**src/rtl/brl_pkg.sv**
```systemverilog
`timescale 1ns / 1ps
`default_nettype none
// ----------------------------------------------------------------------------
// brl_pkg
// Shared types and constants for the Bresenham line pixel generator.
// ----------------------------------------------------------------------------
package brl_pkg;

    localparam int COORD_BITS = 11;
    localparam int CLIP_BITS  = COORD_BITS + 1;
    localparam int ERR_BITS   = COORD_BITS + 1;
    localparam int CNT_BITS   = COORD_BITS + 1;
    localparam int COLOR_BITS = 8;
    localparam int CFG_IDX_BITS = 1;

    localparam logic [CLIP_BITS-1:0] CLIP_WIDTH_RESET  = CLIP_BITS'(1920);
    localparam logic [CLIP_BITS-1:0] CLIP_HEIGHT_RESET = CLIP_BITS'(1080);

    // configuration register indexes
    localparam logic [CFG_IDX_BITS-1:0] CFG_CLIP_WIDTH  = 1'b0;
    localparam logic [CFG_IDX_BITS-1:0] CFG_CLIP_HEIGHT = 1'b1;

    // step direction codes, two's complement
    localparam logic [1:0] STEP_ZERO = 2'b00;
    localparam logic [1:0] STEP_POS  = 2'b01;
    localparam logic [1:0] STEP_NEG  = 2'b11;

    typedef enum logic [0:0] {
        ACT_START = 1'b0,
        ACT_STEP  = 1'b1
    } action_t;

    typedef struct packed {
        action_t                action;
        logic [COORD_BITS-1:0]  x_start;
        logic [COORD_BITS-1:0]  y_start;
        logic [COORD_BITS-1:0]  x_end;
        logic [COORD_BITS-1:0]  y_end;
        logic [COLOR_BITS-1:0]  red;
        logic [COLOR_BITS-1:0]  green;
        logic [COLOR_BITS-1:0]  blue;
    } s_item_t;

    typedef struct packed {
        logic [COORD_BITS-1:0]  pixel_x;
        logic [COORD_BITS-1:0]  pixel_y;
        logic [COLOR_BITS-1:0]  red_out;
        logic [COLOR_BITS-1:0]  green_out;
        logic [COLOR_BITS-1:0]  blue_out;
        logic                   visible;
        logic                   last;
    } m_item_t;

    typedef struct packed {
        logic [CLIP_BITS-1:0]   clip_width;
        logic [CLIP_BITS-1:0]   clip_height;
    } clip_cfg_t;

endpackage

`default_nettype wire

```
**src/rtl/brl_line_core.sv**
```systemverilog
`timescale 1ns / 1ps
`default_nettype none
// ----------------------------------------------------------------------------
// brl_line_core
// Line state registers: set up a line on a start transaction and emit one
// pixel per step transaction in a line, advancing the error accumulator.
// ----------------------------------------------------------------------------
module brl_line_core
    import brl_pkg::*;
(
    input  wire logic      aclk,
    input  wire logic      aresetn,
    input  wire logic      item_valid,
    input  wire s_item_t   item,
    input  wire clip_cfg_t clip,
    output logic           result_valid,
    output m_item_t        result,
    output logic           line_busy
);

    logic [COORD_BITS-1:0]   cur_x_reg, cur_x_next;
    logic [COORD_BITS-1:0]   cur_y_reg, cur_y_next;
    logic [ERR_BITS-1:0]     err_reg, err_next;
    logic [COORD_BITS-1:0]   major_reg, major_next;
    logic [COORD_BITS-1:0]   minor_reg, minor_next;
    logic [1:0]              diag_x_reg, diag_x_next;
    logic [1:0]              diag_y_reg, diag_y_next;
    logic [1:0]              str_x_reg, str_x_next;
    logic [1:0]              str_y_reg, str_y_next;
    logic [CNT_BITS-1:0]     left_reg, left_next;
    logic [3*COLOR_BITS-1:0] color_reg, color_next;
    logic                    busy_reg, busy_next;

    logic [COORD_BITS-1:0]   adx, ady;
    logic [1:0]              sx, sy;
    logic                    x_major;
    logic [ERR_BITS-1:0]     err_sum;
    logic                    take_diag;
    logic                    do_start, do_step;

    function automatic logic [COORD_BITS-1:0] apply_step(
        input logic [COORD_BITS-1:0] coord,
        input logic [1:0]            code
    );
        if (code[1]) begin
            return coord - COORD_BITS'(1);
        end
        return coord + COORD_BITS'(code[0]);
    endfunction

    assign do_start = item_valid && (item.action == ACT_START);
    assign do_step  = item_valid && (item.action == ACT_STEP) && busy_reg;

    // line setup
    always_comb begin
        adx = (item.x_end > item.x_start) ? item.x_end - item.x_start
                                          : item.x_start - item.x_end;
        ady = (item.y_end > item.y_start) ? item.y_end - item.y_start
                                          : item.y_start - item.y_end;
        priority if (item.x_end > item.x_start) begin
            sx = STEP_POS;
        end else if (item.x_end < item.x_start) begin
            sx = STEP_NEG;
        end else begin
            sx = STEP_ZERO;
        end
        priority if (item.y_end > item.y_start) begin
            sy = STEP_POS;
        end else if (item.y_end < item.y_start) begin
            sy = STEP_NEG;
        end else begin
            sy = STEP_ZERO;
        end
        // ties go to y-major
        x_major = adx > ady;
    end

    // accumulator step
    assign err_sum   = err_reg + {1'b0, minor_reg};
    assign take_diag = err_sum >= {1'b0, major_reg};

    always_comb begin
        cur_x_next  = cur_x_reg;
        cur_y_next  = cur_y_reg;
        err_next    = err_reg;
        major_next  = major_reg;
        minor_next  = minor_reg;
        diag_x_next = diag_x_reg;
        diag_y_next = diag_y_reg;
        str_x_next  = str_x_reg;
        str_y_next  = str_y_reg;
        left_next   = left_reg;
        color_next  = color_reg;
        busy_next   = busy_reg;
        if (do_start) begin
            diag_x_next = sx;
            diag_y_next = sy;
            major_next  = x_major ? adx : ady;
            minor_next  = x_major ? ady : adx;
            str_x_next  = x_major ? sx : STEP_ZERO;
            str_y_next  = x_major ? STEP_ZERO : sy;
            cur_x_next  = item.x_start;
            cur_y_next  = item.y_start;
            err_next    = {1'b0, major_next} >> 1;
            left_next   = {1'b0, major_next} + CNT_BITS'(1);
            color_next  = {item.red, item.green, item.blue};
            busy_next   = 1'b1;
        end else if (do_step) begin
            if (take_diag) begin
                err_next   = err_sum - {1'b0, major_reg};
                cur_x_next = apply_step(cur_x_reg, diag_x_reg);
                cur_y_next = apply_step(cur_y_reg, diag_y_reg);
            end else begin
                err_next   = err_sum;
                cur_x_next = apply_step(cur_x_reg, str_x_reg);
                cur_y_next = apply_step(cur_y_reg, str_y_reg);
            end
            left_next = left_reg - CNT_BITS'(1);
            busy_next = left_reg != CNT_BITS'(1);
        end
    end

    always_ff @(posedge aclk) begin
        if (!aresetn) begin
            cur_x_reg  <= '0;
            cur_y_reg  <= '0;
            err_reg    <= '0;
            major_reg  <= '0;
            minor_reg  <= '0;
            diag_x_reg <= STEP_ZERO;
            diag_y_reg <= STEP_ZERO;
            str_x_reg  <= STEP_ZERO;
            str_y_reg  <= STEP_ZERO;
            left_reg   <= '0;
            color_reg  <= '0;
            busy_reg   <= 1'b0;
        end else begin
            cur_x_reg  <= cur_x_next;
            cur_y_reg  <= cur_y_next;
            err_reg    <= err_next;
            major_reg  <= major_next;
            minor_reg  <= minor_next;
            diag_x_reg <= diag_x_next;
            diag_y_reg <= diag_y_next;
            str_x_reg  <= str_x_next;
            str_y_reg  <= str_y_next;
            left_reg   <= left_next;
            color_reg  <= color_next;
            busy_reg   <= busy_next;
        end
    end

    always_comb begin
        result_valid     = do_step;
        result.pixel_x   = cur_x_reg;
        result.pixel_y   = cur_y_reg;
        result.red_out   = color_reg[3*COLOR_BITS-1:2*COLOR_BITS];
        result.green_out = color_reg[2*COLOR_BITS-1:COLOR_BITS];
        result.blue_out  = color_reg[COLOR_BITS-1:0];
        result.visible   = ({1'b0, cur_x_reg} < clip.clip_width) &&
                           ({1'b0, cur_y_reg} < clip.clip_height);
        result.last      = left_reg == CNT_BITS'(1);
    end

    assign line_busy = busy_reg;

endmodule

`default_nettype wire

```
**src/rtl/brl_out_skid.sv**
```systemverilog
`timescale 1ns / 1ps
`default_nettype none
// ----------------------------------------------------------------------------
// brl_out_skid
// Result register with a skid stage, so a pixel can be taken in while the
// previous one waits on the output.
// ----------------------------------------------------------------------------
module brl_out_skid
    import brl_pkg::*;
(
    input  wire logic    aclk,
    input  wire logic    aresetn,
    input  wire logic    push,
    input  wire m_item_t push_data,
    output logic         room,
    output logic         m_valid,
    input  wire logic    m_ready,
    output m_item_t      m_data
);

    logic    out_valid_reg, out_valid_next;
    logic    skid_valid_reg, skid_valid_next;
    m_item_t out_data_reg, out_data_next;
    m_item_t skid_data_reg, skid_data_next;
    logic    pop;

    assign pop = out_valid_reg && m_ready;

    always_comb begin
        out_valid_next  = out_valid_reg;
        skid_valid_next = skid_valid_reg;
        out_data_next   = out_data_reg;
        skid_data_next  = skid_data_reg;
        if (skid_valid_reg) begin
            // drain the skid stage into the output
            if (pop) begin
                out_data_next   = skid_data_reg;
                skid_valid_next = 1'b0;
            end
        end else if (push) begin
            if (!out_valid_reg || pop) begin
                out_data_next  = push_data;
                out_valid_next = 1'b1;
            end else begin
                skid_data_next  = push_data;
                skid_valid_next = 1'b1;
            end
        end else if (pop) begin
            out_valid_next = 1'b0;
        end
    end

    always_ff @(posedge aclk) begin
        if (!aresetn) begin
            out_valid_reg  <= 1'b0;
            skid_valid_reg <= 1'b0;
        end else begin
            out_valid_reg  <= out_valid_next;
            skid_valid_reg <= skid_valid_next;
        end
    end

    always_ff @(posedge aclk) begin
        out_data_reg  <= out_data_next;
        skid_data_reg <= skid_data_next;
    end

    assign room    = !skid_valid_reg;
    assign m_valid = out_valid_reg;
    assign m_data  = out_data_reg;

endmodule

`default_nettype wire

```
**src/rtl/bresenham_line_pixel_generator.sv**
```systemverilog
`timescale 1ns / 1ps
`default_nettype none
// A step transaction's pixel is registered in the result buffer (output register,
// or skid stage while the output stalls) before it appears on m_valid; a start
// transaction gives no pixel and sets up the line. Throughput: one transaction per
// cycle while the buffer has room; a two-entry result buffer absorbs one stall.
// Reset (aresetn low, synchronous): no line active, result buffer empty,
// clip width 1920 and clip height 1080.
// ----------------------------------------------------------------------------
// bresenham_line_pixel_generator
// All-octant Bresenham line generator, one pixel per step transaction in a line.
// ----------------------------------------------------------------------------
module bresenham_line_pixel_generator
    import brl_pkg::*;
(
    input  wire logic                    aclk,
    input  wire logic                    aresetn,
    input  wire logic                    s_valid,
    output logic                         s_ready,
    input  wire s_item_t                 s_data,
    output logic                         m_valid,
    input  wire logic                    m_ready,
    output m_item_t                      m_data,
    input  wire logic                    cfg_we,
    input  wire logic [CFG_IDX_BITS-1:0] cfg_index,
    input  wire logic [CLIP_BITS-1:0]    cfg_data
);

    clip_cfg_t clip_reg, clip_next;
    logic      accept;
    logic      core_valid;
    m_item_t   core_result;
    logic      line_busy;
    logic      room;

    always_comb begin
        clip_next = clip_reg;
        if (cfg_we) begin
            unique case (cfg_index)
                CFG_CLIP_WIDTH:  clip_next.clip_width  = cfg_data;
                CFG_CLIP_HEIGHT: clip_next.clip_height = cfg_data;
                default:         clip_next = clip_reg;
            endcase
        end
    end

    always_ff @(posedge aclk) begin
        if (!aresetn) begin
            clip_reg.clip_width  <= CLIP_WIDTH_RESET;
            clip_reg.clip_height <= CLIP_HEIGHT_RESET;
        end else begin
            clip_reg <= clip_next;
        end
    end

    assign s_ready = room;
    assign accept  = s_valid && s_ready;

    brl_line_core u_core (
        .aclk         (aclk),
        .aresetn      (aresetn),
        .item_valid   (accept),
        .item         (s_data),
        .clip         (clip_reg),
        .result_valid (core_valid),
        .result       (core_result),
        .line_busy    (line_busy)
    );

    brl_out_skid u_out (
        .aclk      (aclk),
        .aresetn   (aresetn),
        .push      (core_valid),
        .push_data (core_result),
        .room      (room),
        .m_valid   (m_valid),
        .m_ready   (m_ready),
        .m_data    (m_data)
    );

    // a full skid stage means the output register is holding too
    a_skid_behind_out: assert property (@(posedge aclk) disable iff (!aresetn)
        !s_ready |-> m_valid)
        else $error("skid stage full with output register empty");

    // the final pixel closes the line
    a_last_ends_line: assert property (@(posedge aclk) disable iff (!aresetn)
        (core_valid && core_result.last) |=> !line_busy)
        else $error("line still active after last pixel");

    // a start transaction opens a line
    a_start_opens_line: assert property (@(posedge aclk) disable iff (!aresetn)
        (accept && s_data.action == ACT_START) |=> line_busy)
        else $error("line not active after start");

    // a pixel is produced only from a step transaction
    a_pixel_from_step: assert property (@(posedge aclk) disable iff (!aresetn)
        core_valid |-> (accept && s_data.action == ACT_STEP))
        else $error("pixel produced without a step transaction");

endmodule

`default_nettype wire
```
**config.mk**
```make
export PLATFORM = sky130hd
export DESIGN_NAME = bresenham_line_pixel_generator
export DESIGN_NICKNAME = d
export VERILOG_FILES = /design/src/rtl/brl_pkg.sv /design/src/rtl/brl_line_core.sv /design/src/rtl/brl_out_skid.sv /design/src/rtl/bresenham_line_pixel_generator.sv
export SDC_FILE = /design/constraint.sdc
export NUM_CORES = 1
export LEC_CHECK = 0
export ABC_AREA = 1
export BUFFER_PORTS_ARGS = -buffer_cell sky130_fd_sc_hd__buf_2
export CAP_MARGIN = 20
export CORE_UTILIZATION = 63
export DETAILED_ROUTE_END_ITERATION = 10
export GPL_TIMING_DRIVEN = 0
export PLACE_DENSITY = 0.86
export SYNTH_ARGS = -nofsm -noshare
export SYNTH_HDL_FRONTEND = slang
export SYNTH_SLANG_ARGS = --single-unit
```
**constraint.sdc**
```tcl
create_clock -name aclk -period 10.5 [get_ports aclk]
set_clock_uncertainty 0.05 [all_clocks]
set_input_delay 0.525 -clock aclk [delete_from_list [all_inputs] [get_ports aclk]]
set_output_delay 0.525 -clock aclk [all_outputs]
set_load 0.005 [all_outputs]
```
Word-level counts from Yosys, hierarchy flattened
Index checks and enable logic that the tools add are counted.

Register bits after elaboration: 223. Word-level logic and storage cells: 139.

Reduce and logical (&&, ||, !) cells: 19. Bitwise logic cells: 5. $lt $le $gt $ge: 8. Mux-type cells: 58. Equality and inequality tests: 4. $add $sub $neg: 14.

Operators by type and width (number): 2-to-1 mux 11 bit (18); 2-to-1 mux 48 bit (4); adder 11 x 1 -> 11 bit (4); subtractor 11 bit (4); 2-to-1 mux 12 bit (3); greater-than comparator 11 bit (3); 2-to-1 mux 1 bit (25); less-than comparator 11 x 12 -> 1 bit (2); less-than comparator 11 bit (2); subtractor 11 x 1 -> 11 bit (second input constant) (2); 2-to-1 mux 10 bit (2); adder 11 x 1 -> 12 bit (second input constant) (1); adder 12 x 11 -> 12 bit (1); equality test 12 x 1 -> 1 bit (second input constant) (1); greater-or-equal comparator 12 x 11 -> 1 bit (1); 2-to-1 mux 2 bit (6); != test 12 x 1 -> 1 bit (second input constant) (1); subtractor 12 x 1 -> 12 bit (second input constant) (1); subtractor 12 x 11 -> 12 bit (1); AND reduction 3 bit (3); nonzero test 2 bit (4); logical AND 1 bit (6); NOT 1 bit (5); AND reduction 2 bit (2); 5 further kinds (6).

Longest topological paths before layout
Depth in word-level cells: 10. Gate-level depth with buffers: 33. Gate-level depth less buffers: 32.

By module
From an unflattened synthesis, not the netlist that was laid out.

Cells, all modules: 2147. Area total of the unflattened synthesis: 15444.8 um2.

Modules (own cells, without submodules): brl_line_core (times used 1, cells each 1749, area each 10905.5 um2); brl_out_skid (times used 1, cells each 272, area each 3608.5 um2); bresenham_line_pixel_generator (times used 1, cells each 126, area each 930.9 um2).

Worst setup path before layout
OpenSTA, ideal clock, no wires.

Path type: flip-flop to flip-flop. Start point: reg u_out.skid_valid_reg. End point: reg u_out.out_data_reg, in the netlist u_out.m_data[0], enable pin. Data required time: 9.996 ns. Slack: 6.501 ns. Stages on the path, launching flop included: 11. Arrival: 3.495 ns. Buffers on the path: 3. Cell sequence: dfxtp_1 -> clkbuf_1 -> inv_1 -> nand2_1 -> inv_1 -> nand2_1 -> nor2_1 -> buf_2 -> buf_1 -> nor2_1 -> nor2_1.

Word-level cells in the longest chain between the ends: 6.

Ends and longest elaborated chain: from (decl) (RTL line brl_out_skid.sv:22) `logic skid_valid_reg, skid_valid_next;`; from (signal assigned) (RTL line brl_out_skid.sv:59) `skid_valid_reg <= skid_valid_next;`; zero test 1 bit (RTL line brl_out_skid.sv:68) `assign room = !skid_valid_reg;`; net s_ready (RTL line bresenham_line_pixel_generator.sv:19) `output logic s_ready,`; logical AND 1 bit (RTL line bresenham_line_pixel_generator.sv:57) `assign accept = s_valid && s_ready;`; logical AND 1 bit (2 in a row) (RTL line brl_line_core.sv:52) `assign do_step = item_valid && (item.action == ACT_STEP) && busy_reg;`; nonzero test 2 bit (no line); AND reduction 3 bit (no line); to (signal assigned) (RTL line brl_out_skid.sv:64) `out_data_reg <= out_data_next;`; to (decl) (RTL line brl_out_skid.sv:23) `m_item_t out_data_reg, out_data_next;`.

The timed path passes the listed nets, and every way through them passes these cells. A chain may end at the register's enable or synchronous reset.

Worst setup path in the final report
Start point: reg u_core.minor_reg[0]. End point: reg u_core.cur_x_reg[2].

Word-level cells in the longest chain between the ends: 5.

Ends and longest elaborated chain: from (decl) (RTL line brl_line_core.sv:25) `logic [COORD_BITS-1:0] minor_reg, minor_next;`; from (signal assigned) (RTL line brl_line_core.sv:142) `minor_reg <= minor_next;`; adder 12 x 11 -> 12 bit (RTL line brl_line_core.sv:79) `assign err_sum = err_reg + {1'b0, minor_reg};`; greater-or-equal comparator 12 x 11 -> 1 bit (RTL line brl_line_core.sv:80) `assign take_diag = err_sum >= {1'b0, major_reg};`; 2-to-1 mux 11 bit (RTL line brl_line_core.sv:109) `if (take_diag) begin`; 2-to-1 mux 11 bit (RTL line brl_line_core.sv:108) `end else if (do_step) begin`; 2-to-1 mux 11 bit (RTL line brl_line_core.sv:95) `if (do_start) begin`; to (signal assigned) (RTL line brl_line_core.sv:138) `cur_x_reg <= cur_x_next;`; to (decl) (RTL line brl_line_core.sv:21) `logic [COORD_BITS-1:0] cur_x_reg, cur_x_next;`.

Every way passes these cells. The select of a mux whose other input is x is not followed.

==> flow_summary.yaml <==
run_status:
  run_status: "complete, no violations"
synth:
  synth-warning-count: 0
  ys_seq_area_share_pct: 35.54
  syn-cell-area_um2: 15260
  synthTopCellsByArea: "edfxtp_1 19%, dfxtp_1 17%, nand2_1 14%, ha_1 8.9%, inv_1 7.5%"
  synthDistinctLibCells: 52
  postSynthRegisterBits: 223
  ys_dominant_reg_cell: "dfxtp_1"
  yosys-top-cells-count: "554 x nand2_1, 304 x inv_1, 194 x o21ai_0"
  synth_edf_count: 96
  cell_with_the_most_instances_after_synthesis: "nand2_1"
  synthArstFlopShare_pct: 0
  yosys.area.top_type_share_pct: 18.89
  syn_avg_cell_area_um2: 7.248
  synth_top_area_cell: "edfxtp_1"
  synthCells: 2106
  syn_nets: 2307
finish:
  multiInputGateArea_um2: 8319
  syn_to_final_growth_pct: 12.82
  register_area_um2: 5425
  post_route_cells_drive_above_1_share_pct: 12.24
  fillers: 1902
  layout.nets: 2471
routing:
  firstDrtPassIters: 7
  wl_per_cell_um: 18.03
  post-route-drc-count: 0
  drt_iter0_drc: 1744
  drt_wl_total_um: 47060
  vias_per_cell: 5.764
  detail-route-antenna-nets: 0
  via_count: 15044
global_routing:
  antenna_violations_before_repair: 3
  grt_start_max_net_pins: 36
  gr-usage-all-layers_pct: 37.80
  first_pass_grt_wire_length_um: 72620
  grt-ovfl-total: 0
  first_global_vias: 13973
worst_hold_path:
  timing.hold.worst.start: "s_data[10]"
  min_delay_path_class: "input pin to register"
  holdPathStages: 3
  sink_of_the_worst_hold_path: "u_core.color_reg[10]$_SDFFE_PN0P_"
floorplanning:
  placeableCoreArea_um2: 23610
  io_pins: 137
  die_height_um: 157.7
  initial_core_util_pct: 64.65
  die_width_um: 157.7
  die_area_um2: 24860
  placement_rows: 56
sta:
  unrepaired_setup_endpoints_after_global_routing: "false"
  worst_slew_margin_rel_pct: 36.62
  slew_violations: 0
  achievable-frequency_mhz: 214.9
  setup_ws_ns: 5.846
  tightestPinTransition_ns: 0.9508
  final.min_clock_period_ns: 4.654
  setup_viol: 0
  hold_viol_final: 0
  layout_worst_path_cycle_share_pct: 44.32
  tns_ns: 0
worst_setup_path:
  cp_max_fo: 10
  worst_r2r_endpoint: "u_core.cur_x_reg[2]$_SDFFE_PN0P_"
  reg2reg_from: "u_core.minor_reg[0]$_SDFFE_PN0P_"
  critPathKind: "register to register"
  reg2reg_depth: 21
  startpoint_type: "register"
  required_ns: 10.88
  cp.arrival_ns: 5.03
  crit_path_end_kind: "register"
  r2r_slack_ns: 5.85
placement:
  io_buf_count: 136
  finalWeightedCongestion: 1.000
  preCtsSetupSlack_ns: 5.663
  detailed_place_hpwl_um: 36180
run:
  cap_violations: 0
clocking:
  numCtsBuffers: 24
  cts_resized: 0
  clk_pin_slew_ns: 0.06
  post-cts-setup-buffer-count: 0
  cts.sink_count: 223
  cts.path.max_buffers: 3
  clk-insertion-delay-late_ns: 0.54
  htree_num_levels: 1
  postCtsHoldBufs: 0
  clock_tree_from_tritoncts: "done"
  clk_root_buffer_cell: "clkbuf_16"
power:
  internal_power_mw: 1.955
  pwr_density_cell_nw_per_um2: 197.3
  switching_power_mw: 1.442
  power.clock.fraction_pct: 25.5
  p_seq_share_pct: 30.2
  leakagePower_nw: 8.074
  power.switching_fraction_pct: 42.45
  pwr-share-comb_pct: 44.3
  vdd.ir_drop.worst_mv: 0.1843
## worst max-delay path, stage by stage (launching register included)
cell,delay [ns]
dfxtp_1,0.34
ha_1,0.23
fa_1,0.43
nand3_1,0.09
nand2_1,0.09
a21oi_1,0.24
nor2_1,0.06
o21ai_0,0.20
nand3b_1,0.10
nand2_1,0.13
inv_1,0.06
ha_1,0.34
nand2_1,0.13
nor2_1,0.07
nand3_1,0.08
o2111ai_1,0.18
a21oi_2,0.49
nand2_2,0.18
inv_2,0.13
clkbuf_1,0.54
o211ai_1,0.16
a21oi_1,0.24
## area by class of cell
| type | instances | area share (%) |
|---|---|---|
| Buffer | 71 | 1.874 |
| Clock buffer | 31 | 4.127 |
| Timing Repair Buffer | 138 | 4.185 |
| Clock inverter | 12 | 0.5885 |
| Sequential cell | 223 | 31.50 |
| Inverter | 323 | 7.040 |
| Antenna cell | 4 | 0.05812 |
| Tap cell | 319 | 2.318 |
| Multi-Input combinational cell | 1489 | 48.31 |
## worst max-delay path by stage
stage                                           from                          endpoint  depth (start not counted)
detailed placement                        s_data[67]   u_core.left_reg[6]$_SDFFE_PN0P_                         28
CTS                 u_core.minor_reg[0]$_SDFFE_PN0P_  u_core.cur_x_reg[2]$_SDFFE_PN0P_                         21
finish              u_core.minor_reg[0]$_SDFFE_PN0P_  u_core.cur_x_reg[2]$_SDFFE_PN0P_                         21
global route        u_core.minor_reg[0]$_SDFFE_PN0P_  u_core.cur_x_reg[2]$_SDFFE_PN0P_                         21
floorplan            u_out.skid_valid_reg$_SDFF_PN0_         u_out.m_data[0]$_DFFE_PP_                         10
global placement     u_out.skid_valid_reg$_SDFF_PN0_         u_out.m_data[6]$_DFFE_PP_                          9
## logic make-up after synthesis
kind of cell    share of synthesized area [%]
simple gates                            26.40
compound gates                          14.47
buf+inv                                 10.06
flops                                   35.54
fa+ha+maj                               9.639
xor+xnor                                3.893
## layer usage
layer | wire length (µm) | GRT usage [%]
met1 | 18610 | 47.44
met2 | 21690 | 63.16
met3 | 4290 | 5.858
met4 | 2472 | 18.63
met5 | 0 | 0
## per-stage QoR
step	total power, mW	cell area (µm²)	std cells	util (%)	hold WS (ns)
after global routing	3.560	17210	2607	72.90	0.1577
final	3.397	17220	2610	72.93	0.1337
after detailed placement	2.484	16400	2563	69.45	0.3633
after floorplan	2.059	15260	2106	-	0.3582
after CTS	3.346	17210	2606	72.89	0.1288
after global placement	2.459	16340	2561	69.22	0.3584
## power groups by stage
stage | clock [mW] | combinational, mW | sequential [mW]
final | 0.868 | 1.50 | 1.03
after global routing | 0.900 | 1.63 | 1.03
after CTS | 0.867 | 1.45 | 1.02
after detailed placement | 0 | 1.44 | 1.04
after global placement | 0 | 1.42 | 1.04
after floorplan | 0 | 1.04 | 1.02
## cell usage in the layout, fill, tap and decap left out, types with 10 or more instances in the layout
cell	synthesis	final
nand2_1	554	554
inv_1	304	304
o21ai_0	194	194
buf_2	11	147
nand3_1	144	144
dfxtp_1	127	127
a21oi_1	118	118
ha_1	108	108
edfxtp_1	96	96
nor2_1	94	92
xor2_1	55	55
clkbuf_1	53	55
o211ai_1	28	28
clkbuf_16	0	27
nand4_1	24	24
nand2_2	23	23
o22ai_1	20	20
inv_2	16	16
xnor2_1	11	11
a31oi_1	10	10
Power figures use the tool's default switching activity.
